### config.mk
export PLATFORM = sky130hd
export DESIGN_NAME = modular_exponentiation_flat
export DESIGN_NICKNAME = d
export VERILOG_FILES = /design/src/hdl/modexp_pkg.sv /design/src/hdl/modexp_req_if.sv /design/src/hdl/modexp_rsp_if.sv /design/src/hdl/modular_exponentiation.sv /design/src/hdl/modexp_addmod.sv /design/src/hdl/modexp_core.sv /design/src/flat_wrapper.sv
export SDC_FILE = /design/constraint.sdc
export NUM_CORES = 1
export LEC_CHECK = 0
export BUFFER_PORTS_ARGS = -buffer_cell sky130_fd_sc_hd__buf_2
export CORE_MARGIN = 1.5
export CORE_UTILIZATION = 40
export CTS_BUF_LIST = sky130_fd_sc_hd__clkbuf_8
export DETAILED_ROUTE_END_ITERATION = 6
export PLACE_DENSITY = 0.63
export REMOVE_ABC_BUFFERS = 1
export SLEW_MARGIN = 10
export SYNTH_ARGS = -nofsm -noshare
export SYNTH_HDL_FRONTEND = slang
export SYNTH_HIERARCHICAL = 1
export SYNTH_SLANG_ARGS = --single-unit
### constraint.sdc
create_clock -name clock -period 6.08 [get_ports clock]
set_clock_uncertainty 0.05 [all_clocks]
set_input_delay 0.608 -clock clock [delete_from_list [all_inputs] [get_ports clock]]
set_output_delay 0.608 -clock clock [all_outputs]
set_load 0.05 [all_outputs]
### src/hdl/modexp_pkg.sv
`default_nettype none
package modexp_pkg;

   localparam int WIDTH_DEFAULT = 32;
   localparam int MODULUS_RESET = 23;

   // top -> core
   typedef struct packed {
      logic start;   // word accepted on the request side
      logic take;    // result moves into the output register
   } core_ctl_type;

   // core -> top
   typedef struct packed {
      logic idle;    // ready for a new word
      logic done;    // result held, waiting to be taken
   } core_sts_type;

endpackage
`default_nettype wire

### src/hdl/modexp_req_if.sv
`default_nettype none
interface modexp_req_if #(
   parameter int WIDTH = modexp_pkg::WIDTH_DEFAULT
);
   logic             valid;
   logic             ready;
   logic [WIDTH-1:0] base_value;
   logic [WIDTH-1:0] exponent_value;

   modport source (output valid, output base_value, output exponent_value, input ready);
   modport sink   (input valid, input base_value, input exponent_value, output ready);
endinterface
`default_nettype wire

### src/hdl/modexp_rsp_if.sv
`default_nettype none
interface modexp_rsp_if #(
   parameter int WIDTH = modexp_pkg::WIDTH_DEFAULT
);
   logic             valid;
   logic             ready;
   logic [WIDTH-1:0] power_result;

   modport source (output valid, output power_result, input ready);
   modport sink   (input valid, input power_result, output ready);
endinterface
`default_nettype wire

### src/hdl/modular_exponentiation.sv
`default_nettype none
// Channel   Dir  Fields                        Handshake
// req_chan  in   base_value, exponent_value    valid/ready
// rsp_chan  out  power_result                  valid/ready
// csr_*     in   modulus                       write enable, no wait
//
// With a zero exponent the word goes straight to a result of 1; otherwise base
// reduction comes first, then per exponent bit one multiply (square) plus one
// more when the bit is set, each multiply a double-and-add run on the shared
// modular adder.
// req_chan.ready is high only while the sequencer is idle; a finished result waits
// in the sequencer until the output register is free. Sync reset sets modulus 23.
module modular_exponentiation #(
   parameter int WIDTH = modexp_pkg::WIDTH_DEFAULT
) (
   input  wire logic             clock,
   input  wire logic             reset,
   modexp_req_if.sink            req_chan,
   modexp_rsp_if.source          rsp_chan,
   input  wire logic             csr_write_enable,
   input  wire logic [WIDTH-1:0] csr_write_data
);
   logic [WIDTH-1:0]          modulus_ff;
   logic                      rsp_valid_ff, rsp_valid_in;
   logic [WIDTH-1:0]          rsp_data_ff, rsp_data_in;
   logic [WIDTH-1:0]          core_result;
   modexp_pkg::core_ctl_type  core_ctl;
   modexp_pkg::core_sts_type  core_sts;

   modexp_core #(.WIDTH(WIDTH)) u_core (
      .clock          (clock),
      .reset          (reset),
      .ctl            (core_ctl),
      .modulus        (modulus_ff),
      .base_value     (req_chan.base_value),
      .exponent_value (req_chan.exponent_value),
      .sts            (core_sts),
      .power_result   (core_result)
   );

   always_comb begin
      core_ctl.start = req_chan.valid && core_sts.idle;
      core_ctl.take  = core_sts.done && (!rsp_valid_ff || rsp_chan.ready);
      rsp_valid_in   = rsp_valid_ff;
      rsp_data_in    = rsp_data_ff;
      if (core_ctl.take) begin
         rsp_valid_in = 1'b1;
         rsp_data_in  = core_result;
      end else if (rsp_chan.ready) begin
         rsp_valid_in = 1'b0;
      end
   end

   always_ff @(posedge clock) begin
      if (reset) begin
         modulus_ff   <= WIDTH'(modexp_pkg::MODULUS_RESET);
         rsp_valid_ff <= 1'b0;
      end else begin
         if (csr_write_enable) begin
            modulus_ff <= csr_write_data;
         end
         rsp_valid_ff <= rsp_valid_in;
      end
      rsp_data_ff <= rsp_data_in;
   end

   assign req_chan.ready        = core_sts.idle;
   assign rsp_chan.valid        = rsp_valid_ff;
   assign rsp_chan.power_result = rsp_data_ff;

`ifndef SYNTHESIS
   // an accepted word keeps the sequencer busy next cycle
   a_busy_after_start: assert property (@(posedge clock) disable iff (reset)
      (req_chan.valid && req_chan.ready) |=> !req_chan.ready)
      else $error("sequencer idle right after accepting a word");

   // a new result only comes from a held sequencer result
   a_rsp_from_core: assert property (@(posedge clock) disable iff (reset)
      $rose(rsp_chan.valid) |-> $past(core_sts.done))
      else $error("response valid without a finished result");

   // a result not taken stays held
   a_hold_result: assert property (@(posedge clock) disable iff (reset)
      (core_sts.done && !core_ctl.take) |=> core_sts.done)
      else $error("result dropped before transfer");
`endif
endmodule
`default_nettype wire

### src/hdl/modexp_addmod.sv
`default_nettype none
// s = (u + v + cin) mod m, for u, v < m; a zero modulus wraps at WIDTH bits.
module modexp_addmod #(
   parameter int WIDTH = modexp_pkg::WIDTH_DEFAULT
) (
   input  wire logic [WIDTH-1:0] u,
   input  wire logic [WIDTH-1:0] v,
   input  wire logic             cin,
   input  wire logic [WIDTH-1:0] m,
   output logic      [WIDTH-1:0] s
);
   logic [WIDTH:0] sum;
   logic [WIDTH:0] diff;
   logic           ge;

   always_comb begin
      sum  = {1'b0, u} + {1'b0, v} + {{WIDTH{1'b0}}, cin};
      diff = sum - {1'b0, m};
      ge   = (sum >= {1'b0, m});
      if ((m != '0) && ge) begin
         s = diff[WIDTH-1:0];
      end else begin
         s = sum[WIDTH-1:0];
      end
   end
endmodule
`default_nettype wire

### src/hdl/modexp_core.sv
`default_nettype none
// Sequencer around one shared modular adder: base reduction by shift-subtract,
// then square-and-multiply where each multiply is double-and-add over the bits.
module modexp_core #(
   parameter int WIDTH = modexp_pkg::WIDTH_DEFAULT
) (
   input  wire logic                       clock,
   input  wire logic                       reset,
   input  wire modexp_pkg::core_ctl_type   ctl,
   input  wire logic [WIDTH-1:0]           modulus,
   input  wire logic [WIDTH-1:0]           base_value,
   input  wire logic [WIDTH-1:0]           exponent_value,
   output modexp_pkg::core_sts_type        sts,
   output logic [WIDTH-1:0]                power_result
);
   localparam int CW = $clog2(WIDTH);
   localparam logic [CW-1:0] LAST = CW'(WIDTH - 1);

   localparam logic [2:0] ST_IDLE   = 3'd0;
   localparam logic [2:0] ST_REDUCE = 3'd1;
   localparam logic [2:0] ST_MDBL   = 3'd2;
   localparam logic [2:0] ST_MADD   = 3'd3;
   localparam logic [2:0] ST_HOLD   = 3'd4;

   logic [2:0]       state_ff, state_in;
   logic [CW-1:0]    cnt_ff, cnt_in;
   logic [CW-1:0]    ecnt_ff, ecnt_in;
   logic             sq_ff, sq_in;
   logic [WIDTH-1:0] exp_ff, exp_in;
   logic [WIDTH-1:0] base_ff, base_in;
   logic [WIDTH-1:0] rem_ff, rem_in;
   logic [WIDTH-1:0] acc_ff, acc_in;
   logic [WIDTH-1:0] prod_ff, prod_in;
   logic [WIDTH-1:0] mx_ff, mx_in;
   logic [WIDTH-1:0] my_ff, my_in;

   logic [WIDTH-1:0] op_u, op_v, sum;
   logic             op_cin;
   logic [WIDTH-1:0] one_mod;

   modexp_addmod #(.WIDTH(WIDTH)) u_addmod (
      .u   (op_u),
      .v   (op_v),
      .cin (op_cin),
      .m   (modulus),
      .s   (sum)
   );

   always_comb begin
      // 1 mod m: only a modulus of one changes it
      one_mod = (modulus == WIDTH'(1)) ? '0 : WIDTH'(1);

      op_u   = prod_ff;
      op_v   = prod_ff;
      op_cin = 1'b0;
      unique case (state_ff)
         ST_REDUCE: begin
            op_u   = rem_ff;
            op_v   = rem_ff;
            op_cin = base_ff[WIDTH-1];
         end
         ST_MADD: begin
            op_v = mx_ff;
         end
         default: begin
         end
      endcase
   end

   always_comb begin
      state_in = state_ff;
      cnt_in   = cnt_ff;
      ecnt_in  = ecnt_ff;
      sq_in    = sq_ff;
      exp_in   = exp_ff;
      base_in  = base_ff;
      rem_in   = rem_ff;
      acc_in   = acc_ff;
      prod_in  = prod_ff;
      mx_in    = mx_ff;
      my_in    = my_ff;

      unique case (state_ff)
         ST_IDLE: begin
            if (ctl.start) begin
               if (exponent_value == '0) begin
                  acc_in   = WIDTH'(1);
                  state_in = ST_HOLD;
               end else begin
                  base_in  = base_value;
                  rem_in   = '0;
                  exp_in   = exponent_value;
                  acc_in   = one_mod;
                  cnt_in   = LAST;
                  state_in = ST_REDUCE;
               end
            end
         end
         ST_REDUCE: begin
            rem_in  = sum;
            base_in = base_ff << 1;
            if (cnt_ff == '0) begin
               base_in  = sum;
               mx_in    = acc_ff;
               my_in    = acc_ff;
               prod_in  = '0;
               cnt_in   = LAST;
               ecnt_in  = LAST;
               sq_in    = 1'b1;
               state_in = ST_MDBL;
            end else begin
               cnt_in = cnt_ff - CW'(1);
            end
         end
         ST_MDBL, ST_MADD: begin
            prod_in = sum;
            if ((state_ff == ST_MDBL) && my_ff[WIDTH-1]) begin
               state_in = ST_MADD;
            end else begin
               my_in = my_ff << 1;
               if (cnt_ff != '0) begin
                  cnt_in   = cnt_ff - CW'(1);
                  state_in = ST_MDBL;
               end else begin
                  // one modular multiply finished
                  acc_in  = sum;
                  prod_in = '0;
                  cnt_in  = LAST;
                  if (sq_ff && exp_ff[WIDTH-1]) begin
                     mx_in    = base_ff;
                     my_in    = sum;
                     sq_in    = 1'b0;
                     state_in = ST_MDBL;
                  end else begin
                     exp_in = exp_ff << 1;
                     if (ecnt_ff == '0) begin
                        state_in = ST_HOLD;
                     end else begin
                        ecnt_in  = ecnt_ff - CW'(1);
                        mx_in    = sum;
                        my_in    = sum;
                        sq_in    = 1'b1;
                        state_in = ST_MDBL;
                     end
                  end
               end
            end
         end
         ST_HOLD: begin
            if (ctl.take) begin
               state_in = ST_IDLE;
            end
         end
         default: begin
            state_in = ST_IDLE;
         end
      endcase
   end

   always_ff @(posedge clock) begin
      if (reset) begin
         state_ff <= ST_IDLE;
      end else begin
         state_ff <= state_in;
      end
      cnt_ff  <= cnt_in;
      ecnt_ff <= ecnt_in;
      sq_ff   <= sq_in;
      exp_ff  <= exp_in;
      base_ff <= base_in;
      rem_ff  <= rem_in;
      acc_ff  <= acc_in;
      prod_ff <= prod_in;
      mx_ff   <= mx_in;
      my_ff   <= my_in;
   end

   assign sts.idle     = (state_ff == ST_IDLE);
   assign sts.done     = (state_ff == ST_HOLD);
   assign power_result = acc_ff;
endmodule
`default_nettype wire
### src/flat_wrapper.sv
// flat-port wrapper written by rule: the top's interface ports become plain ports
module modular_exponentiation_flat 
#(
   parameter int WIDTH = modexp_pkg::WIDTH_DEFAULT
)
  (clock, reset, csr_write_enable, csr_write_data, req_chan_valid, req_chan_base_value, req_chan_exponent_value, req_chan_ready, rsp_chan_valid, rsp_chan_power_result, rsp_chan_ready);
  modexp_req_if #(.WIDTH(WIDTH)) req_chan_i ();
  modexp_rsp_if #(.WIDTH(WIDTH)) rsp_chan_i ();
  input  wire logic clock;
  input  wire logic reset;
  input  wire logic csr_write_enable;
  input  wire logic [WIDTH-1:0] csr_write_data;
  input wire logic [$bits(req_chan_i.valid)-1:0] req_chan_valid;
  input wire logic [$bits(req_chan_i.base_value)-1:0] req_chan_base_value;
  input wire logic [$bits(req_chan_i.exponent_value)-1:0] req_chan_exponent_value;
  output wire logic [$bits(req_chan_i.ready)-1:0] req_chan_ready;
  output wire logic [$bits(rsp_chan_i.valid)-1:0] rsp_chan_valid;
  output wire logic [$bits(rsp_chan_i.power_result)-1:0] rsp_chan_power_result;
  input wire logic [$bits(rsp_chan_i.ready)-1:0] rsp_chan_ready;
  assign req_chan_i.valid = req_chan_valid;
  assign req_chan_i.base_value = req_chan_base_value;
  assign req_chan_i.exponent_value = req_chan_exponent_value;
  assign req_chan_ready = req_chan_i.ready;
  assign rsp_chan_valid = rsp_chan_i.valid;
  assign rsp_chan_power_result = rsp_chan_i.power_result;
  assign rsp_chan_i.ready = rsp_chan_ready;
  modular_exponentiation #(.WIDTH(WIDTH)) u_core (.clock(clock), .reset(reset), .req_chan(req_chan_i), .rsp_chan(rsp_chan_i), .csr_write_enable(csr_write_enable), .csr_write_data(csr_write_data));
endmodule
## After elaboration in Yosys (flattened, before gate mapping)

Cells that the tools add are included.

| storage, ports and cells | value |
|---|---|
| flip-flop bits (word level) | 303 |
| output and inout port bits | 34 |

| cells by class | value |
|---|---|
| add/sub/neg operators | 5 |
| order comparisons | 1 |
| eq/ne operators | 14 |
| multiplexer cells | 67 |
| reduce and logical (&&, ||, !) cells | 28 |

Operators with widths:

| operator | count |
|---|---|
| two-way mux 32 bit | 27 |
| case mux 32 bit (2 select lines) | 8 |
| two-way mux 5 bit | 10 |
| adder 32 x 32 -> 33 bit | 1 |
| adder 33 x 1 -> 33 bit | 1 |
| greater-or-equal comparator 33 x 32 -> 1 bit | 1 |
| equality test 32 x 1 -> 1 bit, second input constant | 1 |
| logical NOT 32 bit | 1 |
| nonzero test 32 bit | 1 |
| subtractor 32 bit | 1 |
| two-way mux 3 bit | 8 |
| case mux 5 bit (3 select lines) | 1 |
| != test 2 bit, second input constant | 6 |
| case mux 3 bit (4 select lines) | 1 |
| AND reduction 6 bit | 2 |
| logical NOT 5 bit | 2 |
| two-way mux 1 bit | 10 |
| case mux 5 bit (2 select lines) | 1 |
| subtractor 5 x 1 -> 5 bit, second input constant | 2 |
| AND reduction 3 bit | 3 |
| AND reduction 4 bit | 2 |
| nonzero test 2 bit | 4 |
| equality test 3 x 2 -> 1 bit, second input constant | 2 |
| logical AND 1 bit | 5 |
| 13 further kinds | 14 |

## Depth between registers and ports, before layout

Gate-level depths: netlist of run 1.

| logic depth | value |
|---|---|
| word-level depth | 12 |
| mapped depth | 31 |
| gate-level depth less buffers | 26 |

## Hierarchy

Netlist of run 1, hierarchy kept.

By module, submodules not included:

| module | times used | cells each | area each (µm²) | sequential area each (µm²) |
|---|---|---|---|---|
| modexp_core | 1 | 1,077 | 11,512.3 | 7,116.8 |
| modexp_addmod | 1 | 584 | 4,090.2 | 0.0 |
| modular_exponentiation | 1 | 142 | 2,189.6 | 1,621.6 |

## Least setup slack after synthesis of run 1

OpenSTA, ideal clock, no wires.

| timing path | value |
|---|---|
| kind | reg-to-reg |
| start point | register u_core.u_core.state_ff[2] |
| end point | register u_core.u_core.base_ff[0] (enable) |
| arrival | 6,498 ps |
| slack | -1,049 ps |
| cell stages (with the launch flop) | 6 |
| clock period less this slack | 7,129 ps |
| cells stage by stage | dfxtp_1 buf_2 nor3_2 and2_1 o21ai_0 a211oi_1 |

RTL lines:

| what | line | source |
|---|---|---|
| from (decl) | modexp_core.sv:25 | `logic [2:0] state_ff, state_in;` |
| from (signal assigned) | modexp_core.sv:164 | `state_ff <= state_in;` |
| to (signal assigned) | modexp_core.sv:170 | `base_ff <= base_in;` |
| to (decl) | modexp_core.sv:30 | `logic [WIDTH-1:0] base_ff, base_in;` |

## Worst setup path after layout of run 1

| timing path | value |
|---|---|
| start point | register u_core.u_core.state_ff[2] |
| end point | register u_core.u_core.mx_ff[9] (data pin) |

| between the ends | value |
|---|---|
| longest elaborated chain between the ends | 12 |

Ends and longest elaborated chain:

| what | line | source |
|---|---|---|
| equality test 3 x 1 -> 1 bit | modexp_core.sv:56 | `unique case (state_ff)` |
| two-way mux 32 bit | modexp_core.sv:56 |  |
| via u_core.u_core.op_u[12] | modexp_core.sv:37 | `logic [WIDTH-1:0] op_u, op_v, sum;` |
| adder 32 x 32 -> 33 bit | modexp_addmod.sv:17 | `sum = {1'b0, u} + {1'b0, v} + {{WIDTH{1'b0}}, cin};` |
| adder 33 x 1 -> 33 bit | modexp_addmod.sv:17 |  |
| greater-or-equal comparator 33 x 32 -> 1 bit | modexp_addmod.sv:19 | `ge = (sum >= {1'b0, m});` |
| logical AND 1 bit | modexp_addmod.sv:20 | `if ((m != '0) && ge) begin` |
| two-way mux 32 bit | modexp_addmod.sv:20 |  |
| via u_core.u_core.sum[9] | modexp_core.sv:37 |  |
| two-way mux 32 bit | modexp_core.sv:136 | `if (ecnt_ff == '0) begin` |
| two-way mux 32 bit | modexp_core.sv:129 | `if (sq_ff && exp_ff[WIDTH-1]) begin` |
| two-way mux 32 bit | modexp_core.sv:121 | `if (cnt_ff != '0) begin` |
| two-way mux 32 bit | modexp_core.sv:117 | `if ((state_ff == ST_MDBL) && my_ff[WIDTH-1]) begin` |
| case mux 32 bit (2 select lines) | modexp_core.sv:83 | `unique case (state_ff)` |
| via u_core.u_core.mx_in[9] | modexp_core.sv:34 | `logic [WIDTH-1:0] mx_ff, mx_in;` |
| to (signal assigned) | modexp_core.sv:174 | `mx_ff <= mx_in;` |
| to (decl) | modexp_core.sv:34 |  |

The timed path passes the listed nets, and every way through them passes these cells. The select of a mux whose other input is x is not followed.
A chain may end at the register's enable or synchronous reset.

==> summary.md, run 1 <==
| Metric | Value |
|---|---|
| Die X | `214 microns` |
| Cell Area, Synth | `~0.018 sq mm` |
| FFs w/ async S/R, synth | `0%` |
| Nets | `2284` |
| Final ANT Viol Nets | `0` |
| Area Overhead vs Synth | `25.4%` |
| GRT met1 Usage | `between 20 and 30%` |
| Final worst-path setup slack | `~37 ps` |
| H-tree levels | `2` |
| Delay-heaviest family, CP | `simple AND/OR/NAND/NOR gates` |
| Row count | `77` |
| Max incr delay on CP | `360 ps` |
| Final-report hold violation count | `0` |
| Fin. max-slew vios | `0` |
| Clock buffer count from CTS | `54` |
| Ports | `135` |
| Synthesis Warnings | `6` |
| Initial Util | `40.4%` |
| Grt met2 use | `between 30% and 40%` |
| Max clock buf depth | `3` |
| Iter 0 DRT Violations | `1001` |
| Bufs and invs on worst path | `8` |
| Seq/Total Area, Yosys | `49.1%` |
| Crit path max fanout | `8` |
| Worst EP required | `6360 ps` |
| Vias per cell | `5.32` |
| RSZ-0062 raised after global routing | `true` |
| Clk slew on worst S/H paths | `~60 ps` |
| Total GRT Usage | `between 20 and 25%` |
| RePlAce Congestion | `0.936` |
| Busiest grt layer | `met2` |
| Syn avg cell area | `9.87 sq um` |
| Initial antenna violation count | `1` |
| Top FF cell, synth | `edfxtp_1` |
| Layout cells sized above 1 | `28.8%` |
| Fillers | `4062` |
| First-pass GRT wire length | `79700 microns` |
| EDFF count, synth | `267` |
| DR WL/cell | `18.8 microns` |
| Post-synthesis cell type count | `76` |
| Diode count | `0` |
| Vias in the first global route | `approximately 15k` |
| Global route overflow | `0` |
| PortBufs | `between 100 and 150` |
| CP Capture Type | `flip-flop` |
| M3 GR Usage | `3.91%` |
| Die area | `~0.046 sq mm` |
| Dpl ws | `-560 ps` |
| Setup violators final | `0` |
| DR vias | `14.6k` |
| Crit-path slowest cell | `or3_4` |
| Core footprint | `between 0.04 and 0.05 sq mm` |
| Critical path arrival | `approximately 6300 ps` |
| Final period utilization | `between 90% and 100%` |
| Clock latency at the later pin of the worst-skew pair | `640 ps` |
| Crit path time final | `6040 ps` |
| Die H | `about 210 microns` |
| Max_cap viols | `0` |
| Relative slew slack | `22.2%` |
| Clk sinks | `303` |
| CP startpoint kind | `flip-flop` |
| Drt pass-1 iters | `5` |
| Hold crit path type | `input pin to flip-flop` |
| Synth Instances | `between 1.5k and 2k` |
| Setup TNS | `0 ps` |
| CTS tree | `yes` |
| Yosys reg bits | `303` |
| Placed cell area | `0.0203 sq mm` |
| Slew @ Worst Pin | `roughly 1200 ps` |
| Post-DP HPWL | `approximately 36000 microns` |
| Achievable Freq | `165 MHz` |
| Design Area, Final | `0.0223 sq mm` |
| DRC | `0` |
| Root Buffer | `clkbuf_8` |
| WL final | `51800 microns` |
| Outcome | `complete, no violations` |
| Largest net degree at the start of global routing | `73` |
| Most Frequent Cell on Critical Path | `buf_4` |
| Crit path kind | `flip-flop to flip-flop` |
| Final hold slack | `159 ps` |
[routing by layer]
layer	vias up	share of wire, %	wire length (microns)
met4	2	2.6	1370
li1	7089	-	-
met2	393	49	25200
met3	91	5.6	2910
met5	-	0.019	10
met1	7048	43	22300
[cell usage after synthesis, types with 7 or more instances]
cell type  number  area share (%)
nand4_1        12            0.42
nor2b_1        10            0.35
xor2_1         13            0.64
edfxtp_1      267              45
nand2b_1        7            0.25
o31ai_1         8            0.34
and3_1          8            0.28
inv_1          70             1.5
o21ai_0        70             2.0
a211oi_1       11            0.46
xnor2_1        35             1.7
clkbuf_1       52             1.1
ha_1           66             4.6
a21oi_1        70             2.0
a21o_1         31             1.3
and2_1        102             3.6
mux2_2         34             2.2
a31oi_1       100             3.5
nand2_1       368             7.8
nor2_1        151             3.2
mux2_4         22             1.9
buf_1           7            0.15
dfxtp_1        36             4.1
nand3_1        26            0.73
buf_2          23            0.65
nor4_1         24            0.84
nor3_1         18            0.51
o21bai_1       10            0.42
mux2i_1        62             3.5
[what timing repair did]
action	in CTS	in global routing
cloned	2	2
setup endpoints to repair	192	192
hold buffers	0	0
pin swaps	12	77
resized for setup	38	127
setup buffers	6	20
[cell families (layout without fill, tap and decap cells)]
family,after synthesis,after routing,share of synthesized area [%]
AO/OA/AOI/OAI,355,355,12.8
flip-flops,303,303,49.1
adder cells (fa/ha/maj),69,69,4.98
XOR/XNOR,48,48,2.36
buffers and inverters,161,517,4.18
multiplexers,118,118,7.50
AND/OR/NAND/NOR,749,749,19.1
[through the flow]
stage / utilization [%] / cells
4_1_cts: 49.0 / 2731
5_1_grt: 50.7 / 2751
2_1_floorplan: - / 1712
6_report: 50.7 / 2751
3_5_place_dp: 46.0 / 2622
3_3_place_gp: 46.0 / 2622
[layout make-up]
| cell class | instances | area, sq um | share of cell area, % |
|---|---|---|---|
| clock buffers | 65 | 895 | 4.01 |
| clock inverters | 36 | 161 | 0.723 |
| inverters | 70 | 263 | 1.18 |
| multi-input cells | 1339 | 9060 | 40.6 |
| flip-flops and latches | 303 | 8740 | 39.2 |
| well taps | 592 | 741 | 3.32 |
| repair buffers | 346 | 2450 | 11.0 |
[layout by cell type, fill, tap and decap left out, drive strengths merged, types with 36 or more instances in the layout]
cell type,instances
nand2,368
buf,344
edfxtp,267
nor2,152
and2,103
a31oi,100
inv,93
a21oi,75
o21ai,74
clkbuf,67
ha,66
mux2i,62
mux2,56
dfxtp,36
[sequential cells by signal (all words and copies together), names as in the netlist]
name / count
u_core/rsp_chan.valid: 1
u_core/rsp_chan.power_result: 32
u_core/u_core/rem_ff: 32
u_core/u_core/base_ff: 32
u_core/u_core/sq_ff: 1
u_core/u_core/ecnt_ff: 5
u_core/u_core/exp_ff: 32
u_core/modulus_ff: 32
u_core/u_core/power_result: 32
u_core/u_core/cnt_ff: 5
u_core/u_core/my_ff: 32
u_core/u_core/prod_ff: 32
u_core/u_core/state_ff: 3
u_core/u_core/mx_ff: 32
[final timing paths]
path | endpoint | from | depth (start not counted) | slack [ps]
setup / recovery | u_core/u_core/mx_ff[9]$_DFFE_PP_ | u_core/u_core/state_ff[2]$_SDFFE_PP0P_ | 29 | 40
hold / removal | u_core/modulus_ff[4]$_SDFFE_PP1P_ | csr_write_data[4] | 2 | 160
setup reg to reg | u_core/u_core/mx_ff[9]$_DFFE_PP_ | u_core/u_core/state_ff[2]$_SDFFE_PP0P_ | 29 | 40
hold reg to reg | u_core/rsp_chan.power_result[19]$_DFFE_PP_ | u_core/u_core/power_result[19]$_SDFFCE_PP0P_ | 0 | 400
Power of run 1 is left out: the tool's default activity adds up to more than one toggle a clock period on the data nets, which glitch-free logic cannot reach.
==> run 2, diff against run 1 <==
Settings changed: CORE_UTILIZATION 40 to 38, CTS_BUF_LIST sky130_fd_sc_hd__clkbuf_8 to not set, PLACE_DENSITY 0.63 to 0.61.
==> summary.md, run 2 (synthesized netlist as in run 1, its figures left out) <==
| Metric | Value |
|---|---|
| Outcome | `complete, but fails checks (was complete, no violations)` |
| Failing checks | `negative setup slack` |
| Clk slew on worst S/H paths | `60 ps (about the same)` |
| Final-report hold violation count | `0 (unchanged)` |
| M3 GR Usage | `3.77% (was 3.91%)` |
| H-tree levels | `2 (unchanged)` |
| DR vias | `14.7k (was 14.6k)` |
| Hold Crit Start | `csr_write_data[3] (was csr_write_data[4])` |
| Final ANT Viol Nets | `0 (unchanged)` |
| Max_cap viols | `0 (unchanged)` |
| Most common cell after layout, fill and taps aside | `nand2_1 (unchanged)` |
| Clock buffer count from CTS | `36 (was 54)` |
| Fin cells | `2758 (was 2751)` |
| Nets | `2292 (was 2284)` |
| Core footprint | `0.0464 sq mm (was 0.0440 sq mm)` |
| Clk sinks | `303 (unchanged)` |
| Worst EP required | `6280 ps (was 6360 ps)` |
| Crit path time final | `6140 ps (was 6040 ps)` |
| RSZ-0062 raised after global routing | `true (unchanged)` |
| GRT met1 Usage | `28.5% (was 28.4%)` |
| R2R Path Start | `u_core/u_core/state_ff[2]$_SDFFE_PP0P_ (unchanged)` |
| Hold crit path type | `input pin to flip-flop (unchanged)` |
| Vias in the first global route | `14.4k (was 14.6k)` |
| Placed cell area | `0.0204 sq mm (was 0.0203 sq mm)` |
| Design Area, Final | `0.0228 sq mm (was 0.0223 sq mm)` |
| Root Buffer | `clkbuf_16 (was clkbuf_8)` |
| Die area | `0.0481 sq mm (was 0.0458 sq mm)` |
| Global route overflow | `0 (unchanged)` |
| Achievable Freq | `163 MHz (was 165 MHz)` |
| Placed Instances | `2658 (was 2622)` |
| Row count | `79 (was 77)` |
| Max clock buf depth | `3 (unchanged)` |
| Slew @ Worst Pin | `987 ps (was 1170 ps)` |
| Final period utilization | `101% (was 99.4%)` |
| Initial Util | `38.4% (was 40.4%)` |
| Crit path kind | `flip-flop to flip-flop (unchanged)` |
| RePlAce Congestion | `0.921 (was 0.936)` |
| Critical path arrival | `6340 ps (was 6320 ps)` |
| First-pass GRT wire length | `81700 microns (was 79700 microns)` |
| DRC | `0 (unchanged)` |
| Area Overhead vs Synth | `27.9% (was 25.4%)` |
| Clock latency at the later pin of the worst-skew pair | `560 ps (was 640 ps)` |
| Layout cells sized above 1 | `30.1% (was 28.8%)` |
| Fin. max-slew vios | `0 (unchanged)` |
| Ports | `135 (unchanged)` |
| Worst setup path startpoint | `u_core/u_core/state_ff[2]$_SDFFE_PP0P_ (unchanged)` |
| DR WL/cell | `19.3 microns (was 18.8 microns)` |
| Busiest grt layer | `met2 (unchanged)` |
| Die H | `219 microns (was 214 microns)` |
| Max incr delay on CP | `410 ps (was 360 ps)` |
| PortBufs | `134 (unchanged)` |
| Initial antenna violation count | `1 (unchanged)` |
| CTS tree | `yes (unchanged)` |
| CP startpoint kind | `flip-flop (unchanged)` |
| Most frequent cells in the layout | `337 x nand2_1, 267 x edfxtp_1, 217 x buf_4, 146 x nor2_1, 134 x buf_2 (was 352 x nand2_1, 267 x edfxtp_1, 193 x buf_4, 144 x nor2_1, 134 x buf_2)` |
| Setup violators final | `33 (was 0)` |
| Die X | `219 microns (was 214 microns)` |
| Iter 0 DRT Violations | `895 (was 1001)` |
| Relative slew slack | `34.2% (was 22.2%)` |
| Hold_buf cts | `0 (unchanged)` |
| Final worst-path setup slack | `-59.6 ps (was 37.3 ps)` |
| Total GRT Usage | `22.0% (was 22.2%)` |
| Grt met2 use | `38.0% (was 37.4%)` |
| Vias per cell | `5.34 (was 5.32)` |
| Crit-path slowest cell | `or3_4 (unchanged)` |
| Crit path max fanout | `8 (unchanged)` |
| Largest net degree at the start of global routing | `83 (was 73)` |
| WL final | `53300 microns (was 51800 microns)` |
| CP Capture Type | `flip-flop (unchanged)` |
| Post-DP HPWL | `37500 microns (was 35600 microns)` |
| Drt pass-1 iters | `6 (was 5)` |
run 2: stage by stage:
stage | setup TNS (ps) | utilization [%] | setup slack (ps) | hold slack, ps
floorplan | -1073230 | - | -4420 | 376
global placement | -85700 | 44.1 | -529 | 385
detailed placement | -91930 | 44.1 | -578 | 387
CTS | -176 | 47.8 | -27.6 | 205
global route | -29320 | 49.1 | -286 | 230
finish | -1140 | 49.1 | -59.6 | 242
run 2: cell type report:
class                   instances  area (sq um)
fillers                      4276         23600
multi-input cells            1339          9180
flip-flops and latches        303          8740
repair buffers                372          2650
clock buffers                  56          1100
well taps                     607           759
inverters                      70           263
clock inverters                10          62.6
diodes                          1          2.50
run 2: path summary, 6_finish.rpt:
check | slack (ps) | end | cells after the start
worst min register to register | 400 | u_core/rsp_chan.power_result[5]$_DFFE_PP_ | 0
worst min-delay path | 240 | u_core/modulus_ff[3]$_SDFFE_PP0P_ | 3
worst max-delay path | -60 | u_core/u_core/mx_ff[7]$_DFFE_PP_ | 29
worst max register to register | -60 | u_core/u_core/mx_ff[7]$_DFFE_PP_ | 29
run 2: timing repair:
item | in CTS | in global routing
setup endpoints to repair | 192 | 192
cloned | 3 | 0
setup buffers | 17 | 15
pin swaps | 25 | 65
gates resized for setup | 65 | 127
run 2: metal layers:
metal  vias to the layer above  share of wire [%]
met3                        82                5.0
met1                      7150                 44
met4                         2                2.3
met5                         -              0.024
met2                       379                 49
li1                       7106                  -
run 2: critical path: cells and delay by family (launching register included):
family	cells	cell delay (ps)
adder cells (fa/ha/maj)	2	540
multiplexers	2	660
XOR/XNOR	1	150
AND/OR/NAND/NOR	5	1140
AO/OA/AOI/OAI	13	2140
buffers and inverters	6	790
flip-flops	1	340
Power of run 2 is left out for the same reason.
